<file path="src/design/shspc_pkg.sv">
// package: constants, codes and types for the save header seed patch checksum block
`timescale 1ns / 1ps

package shspc_pkg;

  localparam int MAX_FILE_BYTES_DEF = 65535;

  localparam int POS_W = 16;
  localparam int IN_TDATA_W = 8;
  localparam int OUT_TDATA_W = 160;
  localparam int CFG_DATA_W = 32;

  localparam logic [31:0] SIGNATURE_VALUE = 32'hAA55AA55;
  localparam logic [31:0] VERSION_NEW_OFFSET = 32'h0000_0069;
  localparam logic [POS_W-1:0] SEED_OFF_NEW = 16'h009B;
  localparam logic [POS_W-1:0] SEED_OFF_OLD = 16'h00AB;
  localparam logic [POS_W-1:0] CHECKSUM_POS = 16'h000C;
  localparam logic [POS_W-1:0] VERSION_POS = 16'h0004;

  // register indexes on the configuration channel
  typedef enum logic {
    CFG_WRITE_SEED = 1'b0,
    CFG_REPL_SEED  = 1'b1
  } cfg_index_t;

  typedef enum logic [1:0] {
    ST_OK           = 2'd0,
    ST_SHORT        = 2'd1,
    ST_BAD_SIG      = 2'd2,
    ST_NO_SEED_ROOM = 2'd3
  } status_t;

  // result fields, first member in the highest bits of the packed struct
  typedef struct packed {
    logic [4:0]  pad;
    logic [15:0] file_size;
    logic [31:0] version_word;
    logic [31:0] old_seed;
    logic [31:0] stored_checksum;
    logic [31:0] computed_checksum;
    logic        checksum_ok;
    status_t     status;
    logic [7:0]  out_byte;
  } result_t;

endpackage

</file>
<file path="src/design/save_header_seed_patch_checksum.sv">
// top level: byte stream seed patcher with rotate-add checksum
// rotate-add and position logic feed the output register combinationally
// throughput: 1 item per cycle while s_tready is high
// s_tready stays high while the output register is empty or being taken
// reset (rst, synchronous): clears stream state, config registers and output valid
// a file ends on the item with s_tlast set; the next item starts a new file
`timescale 1ns / 1ps

module save_header_seed_patch_checksum #(
  parameter int MAX_FILE_BYTES = shspc_pkg::MAX_FILE_BYTES_DEF
) (
  input  logic                               clk,
  input  logic                               rst,
  // input stream
  input  logic                               s_tvalid,
  output logic                               s_tready,
  input  logic [shspc_pkg::IN_TDATA_W-1:0]   s_tdata,  // data_byte[7:0]
  input  logic                               s_tlast,  // end_of_file
  // result stream
  output logic                               m_tvalid,
  input  logic                               m_tready,
  // out_byte[7:0], status[9:8], checksum_ok[10], computed_checksum[42:11],
  // stored_checksum[74:43], old_seed[106:75], version_word[138:107],
  // file_size[154:139], zero[159:155]
  output logic [shspc_pkg::OUT_TDATA_W-1:0]  m_tdata,
  output logic                               m_tlast,  // is_final
  // configuration writes
  input  logic                               cfg_valid,
  output logic                               cfg_ready,
  input  shspc_pkg::cfg_index_t              cfg_index,
  input  logic [shspc_pkg::CFG_DATA_W-1:0]   cfg_data
);
  import shspc_pkg::*;

  localparam logic [POS_W-1:0] POS_MAX = POS_W'(MAX_FILE_BYTES);

  logic              write_seed;
  logic [31:0]       repl_seed;

  logic [POS_W-1:0]  byte_position;
  logic [31:0]       checksum_accum;
  logic [31:0]       signature_word;
  logic [31:0]       version_reg;
  logic [31:0]       stored_checksum_reg;
  logic [31:0]       seed_reg;

  logic [POS_W-1:0]  byte_position_next;
  logic [31:0]       checksum_accum_next;
  logic [31:0]       signature_word_next;
  logic [31:0]       version_reg_next;
  logic [31:0]       stored_checksum_reg_next;
  logic [31:0]       seed_reg_next;

  logic              in_accept;
  logic [7:0]        data_byte;
  logic [31:0]       lane_word;
  logic [4:0]        lane_shift;
  logic [POS_W-1:0]  seed_off;
  logic [POS_W-1:0]  final_seed_off;
  logic              in_cks;
  logic              seed_hit;
  logic [1:0]        seed_idx;
  logic [4:0]        seed_shift;
  logic [7:0]        ob;
  logic [31:0]       repl_seed_shr;
  logic [31:0]       seed_shr_byte;
  status_t           status;
  result_t           res;

  assign s_tready  = !m_tvalid || m_tready;
  assign in_accept = s_tvalid && s_tready;
  assign cfg_ready = 1'b1;
  assign data_byte = s_tdata[7:0];

  always_comb begin
    lane_shift = {byte_position[1:0], 3'b000};
    lane_word  = 32'(data_byte) << lane_shift;

    signature_word_next      = signature_word;
    version_reg_next         = version_reg;
    stored_checksum_reg_next = stored_checksum_reg;
    in_cks = (byte_position >= CHECKSUM_POS) && (byte_position < CHECKSUM_POS + 16'd4);

    if (byte_position < VERSION_POS) begin
      signature_word_next = signature_word | lane_word;
    end else if (byte_position < VERSION_POS + 16'd4) begin
      version_reg_next = version_reg | lane_word;
    end else if (in_cks) begin
      stored_checksum_reg_next = stored_checksum_reg | lane_word;
    end

    // seed offset uses the version as it stood before this item
    seed_off   = (version_reg >= VERSION_NEW_OFFSET) ? SEED_OFF_NEW : SEED_OFF_OLD;
    seed_hit   = (byte_position >= CHECKSUM_POS + 16'd4) && (byte_position >= seed_off) &&
                 (byte_position < seed_off + 16'd4);
    seed_idx   = byte_position[1:0] - seed_off[1:0];
    seed_shift = {seed_idx, 3'b000};
    repl_seed_shr = repl_seed >> seed_shift;
    seed_shr_byte = 32'(data_byte) << seed_shift;

    ob            = data_byte;
    seed_reg_next = seed_reg;
    if (seed_hit) begin
      seed_reg_next = seed_reg | seed_shr_byte;
      if (write_seed && (signature_word == SIGNATURE_VALUE)) begin
        ob = repl_seed_shr[7:0];
      end
    end

    checksum_accum_next = {checksum_accum[30:0], checksum_accum[31]} +
                          (in_cks ? 32'd0 : 32'(ob));

    byte_position_next = (byte_position < POS_MAX) ? byte_position + 16'd1 : byte_position;

    final_seed_off = (version_reg_next >= VERSION_NEW_OFFSET) ? SEED_OFF_NEW : SEED_OFF_OLD;
    priority if (byte_position_next < VERSION_POS + 16'd4) begin
      status = ST_SHORT;
    end else if (signature_word_next != SIGNATURE_VALUE) begin
      status = ST_BAD_SIG;
    end else if (byte_position_next < final_seed_off + 16'd4) begin
      status = ST_NO_SEED_ROOM;
    end else begin
      status = ST_OK;
    end

    res          = '0;
    res.out_byte = ob;
    if (s_tlast) begin
      res.status            = status;
      res.checksum_ok       = (stored_checksum_reg_next == checksum_accum_next);
      res.computed_checksum = checksum_accum_next;
      res.stored_checksum   = stored_checksum_reg_next;
      res.old_seed          = seed_reg_next;
      res.version_word      = version_reg_next;
      res.file_size         = byte_position_next;
    end
  end

  always_ff @(posedge clk) begin
    if (rst) begin
      write_seed          <= 1'b0;
      repl_seed           <= '0;
      byte_position       <= '0;
      checksum_accum      <= '0;
      signature_word      <= '0;
      version_reg         <= '0;
      stored_checksum_reg <= '0;
      seed_reg            <= '0;
      m_tvalid            <= 1'b0;
    end else begin
      if (cfg_valid && cfg_ready) begin
        unique case (cfg_index)
          CFG_WRITE_SEED: write_seed <= cfg_data[0];
          CFG_REPL_SEED:  repl_seed  <= cfg_data;
          default:        repl_seed  <= repl_seed;
        endcase
      end

      if (in_accept) begin
        if (s_tlast) begin
          // end of file: next item starts a new stream
          byte_position       <= '0;
          checksum_accum      <= '0;
          signature_word      <= '0;
          version_reg         <= '0;
          stored_checksum_reg <= '0;
          seed_reg            <= '0;
        end else begin
          byte_position       <= byte_position_next;
          checksum_accum      <= checksum_accum_next;
          signature_word      <= signature_word_next;
          version_reg         <= version_reg_next;
          stored_checksum_reg <= stored_checksum_reg_next;
          seed_reg            <= seed_reg_next;
        end
        m_tvalid <= 1'b1;
      end else if (m_tready) begin
        m_tvalid <= 1'b0;
      end
    end
  end

  always_ff @(posedge clk) begin
    if (in_accept) begin
      m_tdata <= res;
      m_tlast <= s_tlast;
    end
  end

endmodule

</file>
<file path="config.mk">
export PLATFORM = sky130hd
export DESIGN_NAME = save_header_seed_patch_checksum
export DESIGN_NICKNAME = d
export VERILOG_FILES = /design/src/design/shspc_pkg.sv /design/src/design/save_header_seed_patch_checksum.sv
export SDC_FILE = /design/constraint.sdc
export NUM_CORES = 1
export LEC_CHECK = 0
export BUFFER_PORTS_ARGS = -buffer_cell sky130_fd_sc_hd__buf_2
export CAP_MARGIN = 20
export CORE_MARGIN = 8
export CORE_UTILIZATION = 52
export DETAILED_ROUTE_END_ITERATION = 6
export HOLD_SLACK_MARGIN = 0.08
export PLACE_DENSITY = 0.76
export SLEW_MARGIN = 40
export SYNTH_ARGS = -nofsm -noshare
export SYNTH_HDL_FRONTEND = slang
export SYNTH_SLANG_ARGS = --single-unit
</file>
<file path="constraint.sdc">
create_clock -name clk -period 6.73 [get_ports clk]
set_input_delay 0.3365 -clock clk [delete_from_list [all_inputs] [get_ports clk]]
set_output_delay 0.3365 -clock clk [all_outputs]
set_load 0.01 [all_outputs]
</file>
==> out/qor.txt <==
status: finished, final reports clean
Yosys reg bits: 366
P_leak: 0.00727 µW
Total GRT Usage: 24.8%
total grt overflow: 0
Cell Rows: 64
Port Buf Inserts: 204
DR vias/cell: 5.86
# IOs: 211
Rel. slew slack: 43.4%
synth unique cells: 84
Commonest cells post-synth: 322 x nor2_1, 258 x a21oi_1, 210 x dfxtp_1
Die Span Y: 191 µm
first-pass GRT wire length: 71,700 µm
Seq/Total Area, Yosys: 55.6%
Clock Power Share: 42.8%
core area: 30,400 µm²
Worst Tran Pin Value: 842 ps
Post-synth EDFFs: 156
post-route ant nets: 0
DRT Wirelength: 46,700 µm
largest net degree at the start of global routing: 96
CTS tree: yes
final core utilization: 61.2%
DR pass1 iterations: 5
max reg flops: 155
PwrDens: 259 nW/µm²
setup bufs post-CTS: 0
P_sw: 1150 µW
Comb power frac: 7.4%
CTS Sinks: 366
Setup WS pre-CTS: 224 ps
Slew Limit Fails: 0
worst-path fanout max: 10
drt initial violations: 1,320
Worst EP arrival: 6830 ps
DRC viols: 0
fmax: 0.156 GHz
clock-pin transition on the worst setup and hold timing paths: 70 ps
top cell type by total area after synthesis: edfxtp_1
WP data required: 7130 ps
final worst-path cycle share: 95.5%
Syn Inst Count: 1,654
Most flops, register: m_tdata
synth warn: 0
CP Capture Type: flop
clk_skew: 22.1 ps
Sw Share: 23.8%
R2R Setup Slk: 300 ps
Die ar.: 36,600 µm²
routed via count: 13,100
synthesized area: 16,000 µm²
Pint: 3670 µW
HP Class: in2reg
min Tclk post-route: 6430 ps
share of layout cells above drive strength 1: 17.2%
fin nets: 1,877
Post-synth top flop: dfxtp_1
Mapped Avg Cell Area: 9.67 µm²
Bufs on Longest Clock Path: 3
Clk Latency, worst-skew pair: 540 ps
vias in the first global route: 12,800
Setup-failing EPs final: 0
gpl congestion: 0.887
kind of critical path: reg2reg
Die X-Extent: 191 µm
largest cells by area after synthesis: edfxtp_1 29%, dfxtp_1 26%, a21oi_1 8.1%
HPWL Detailed: 31,800 µm
root buffer cell: clkbuf_16
Sum Neg Setup Slack: 0 ps
RSZ-0062 raised after global routing: false
crit path launch type: flop
Synth async-reset ratio: 0%
Final Worst Setup Slack: 300 ps
Antenna Cells: 0
Max Cap Viol: 0
Final Hold Vio Count: 0
CTS buffer count: 38
placed cell areas: 17,100 µm²
register share of total power: 49.8%
final instance area: 18,600 µm²
Starting Density: 52.6%
initial antenna violation count: 0
Max IR drop VDD: 186 µV
drt wl/cell: 20.8 µm
Area growth, synth to finish: 16.5%
top-count cell post-synth: nor2_1
Synth top area share: 29.3%
htree depth: 2
cell families (layout without fill, tap and decap cells):
logic type | Yosys count | after routing | synth area share, %
and+or+nand+nor | 637 | 637 | 18.7
AOI/OAI and AO/OA | 409 | 409 | 15.1
DFF | 366 | 366 | 55.6
buffers and inverters | 148 | 335 | 4.03
xor gates and xnor gates | 58 | 58 | 3.47
muxes | 19 | 19 | 1.88
adders and majority gates | 15 | 15 | 1.22
other | 2 | 6 | 0.0470
power groups by stage:
stage / Sequential, µW / Clock (µW) / Combinational (µW)
floorplan: 2480 / 0 / 187
CTS: 2400 / 2090 / 353
global route: 2410 / 2170 / 383
finish: 2400 / 2060 / 356
detailed placement: 2450 / 0 / 338
global placement: 2450 / 0 / 334
metrics by stage:
step	power (µW)	instances	hold WS [ps]
finish	4820	2241	92.3
global route	4960	2241	87.5
CTS	4840	2241	82.1
detailed placement	2790	2140	445
global placement	2780	2140	440
floorplan	2670	1658	433
per-layer routing:
| layer | global-route usage [%] | vias up | part of all wire [%] |
|---|---|---|---|
| li1 | - | 6172 | - |
| met2 | 40.2 | 597 | 47 |
| met5 | 0 | - | 0 |
| met4 | 7.90 | 0 | 2.8 |
| met1 | 32.5 | 6275 | 42 |
| met3 | 5.45 | 78 | 8.8 |
cells in the final DEF, fill, tap and decap left out, drive strengths merged, types with 15 or more instances in the layout:
cell         instances
a21o                15
a21oi              258
a22oi               31
a31oi               37
and2                68
and3                20
buf                224
clkbuf              51
dfxtp              210
dlygate4sd3         31
edfxtp             156
nand2               92
nand3               18
nand4               23
nor2               322
nor2b               19
nor3                23
nor4                23
o21ai               21
xnor2               34
xor2                22
worst paths after layout:
| check | to | cells after the start | start |
|---|---|---|---|
| setup / recovery | m_tdata[10] | 20 | version_reg[11] |
| setup reg to reg | m_tdata[10] | 20 | version_reg[11] |
| hold / removal | repl_seed[9] | 3 | cfg_data[9] |
| hold reg to reg | repl_seed[6] | 2 | repl_seed[6] |
repair_timing:
item / CTS / global route
hold endpoints to repair: 31 / 0
setup endpoints to repair: 0 / 1
hold buffers: 31 / 0
gates resized for setup: 0 / 1
final cells by class:
class / instances / area (µm²)
clock buffers: 51 / 1050
clock inverters: 19 / 170
fillers: 2602 / 11800
inverters: 10 / 43.8
multi-input cells: 1144 / 6490
flip-flops and latches: 366 / 8890
well taps: 396 / 495
repair buffers: 255 / 1490
critical path, cell delays in order, from the launching register on:
cell	delay, ps
dfxtp_1	320
or4_1	510
nor4_1	240
nand4_1	290
or2_2	420
ha_1	280
nand4bb_1	90
nor4_1	420
and2_1	260
mux2_2	360
and2_1	140
ha_1	210
fa_1	430
a211oi_1	390
o2111a_2	430
nor4_1	100
xor2_1	390
o2bb2ai_1	140
a211o_1	250
nor4_1	360
and4_1	260
Power figures use the tool's default switching activity.
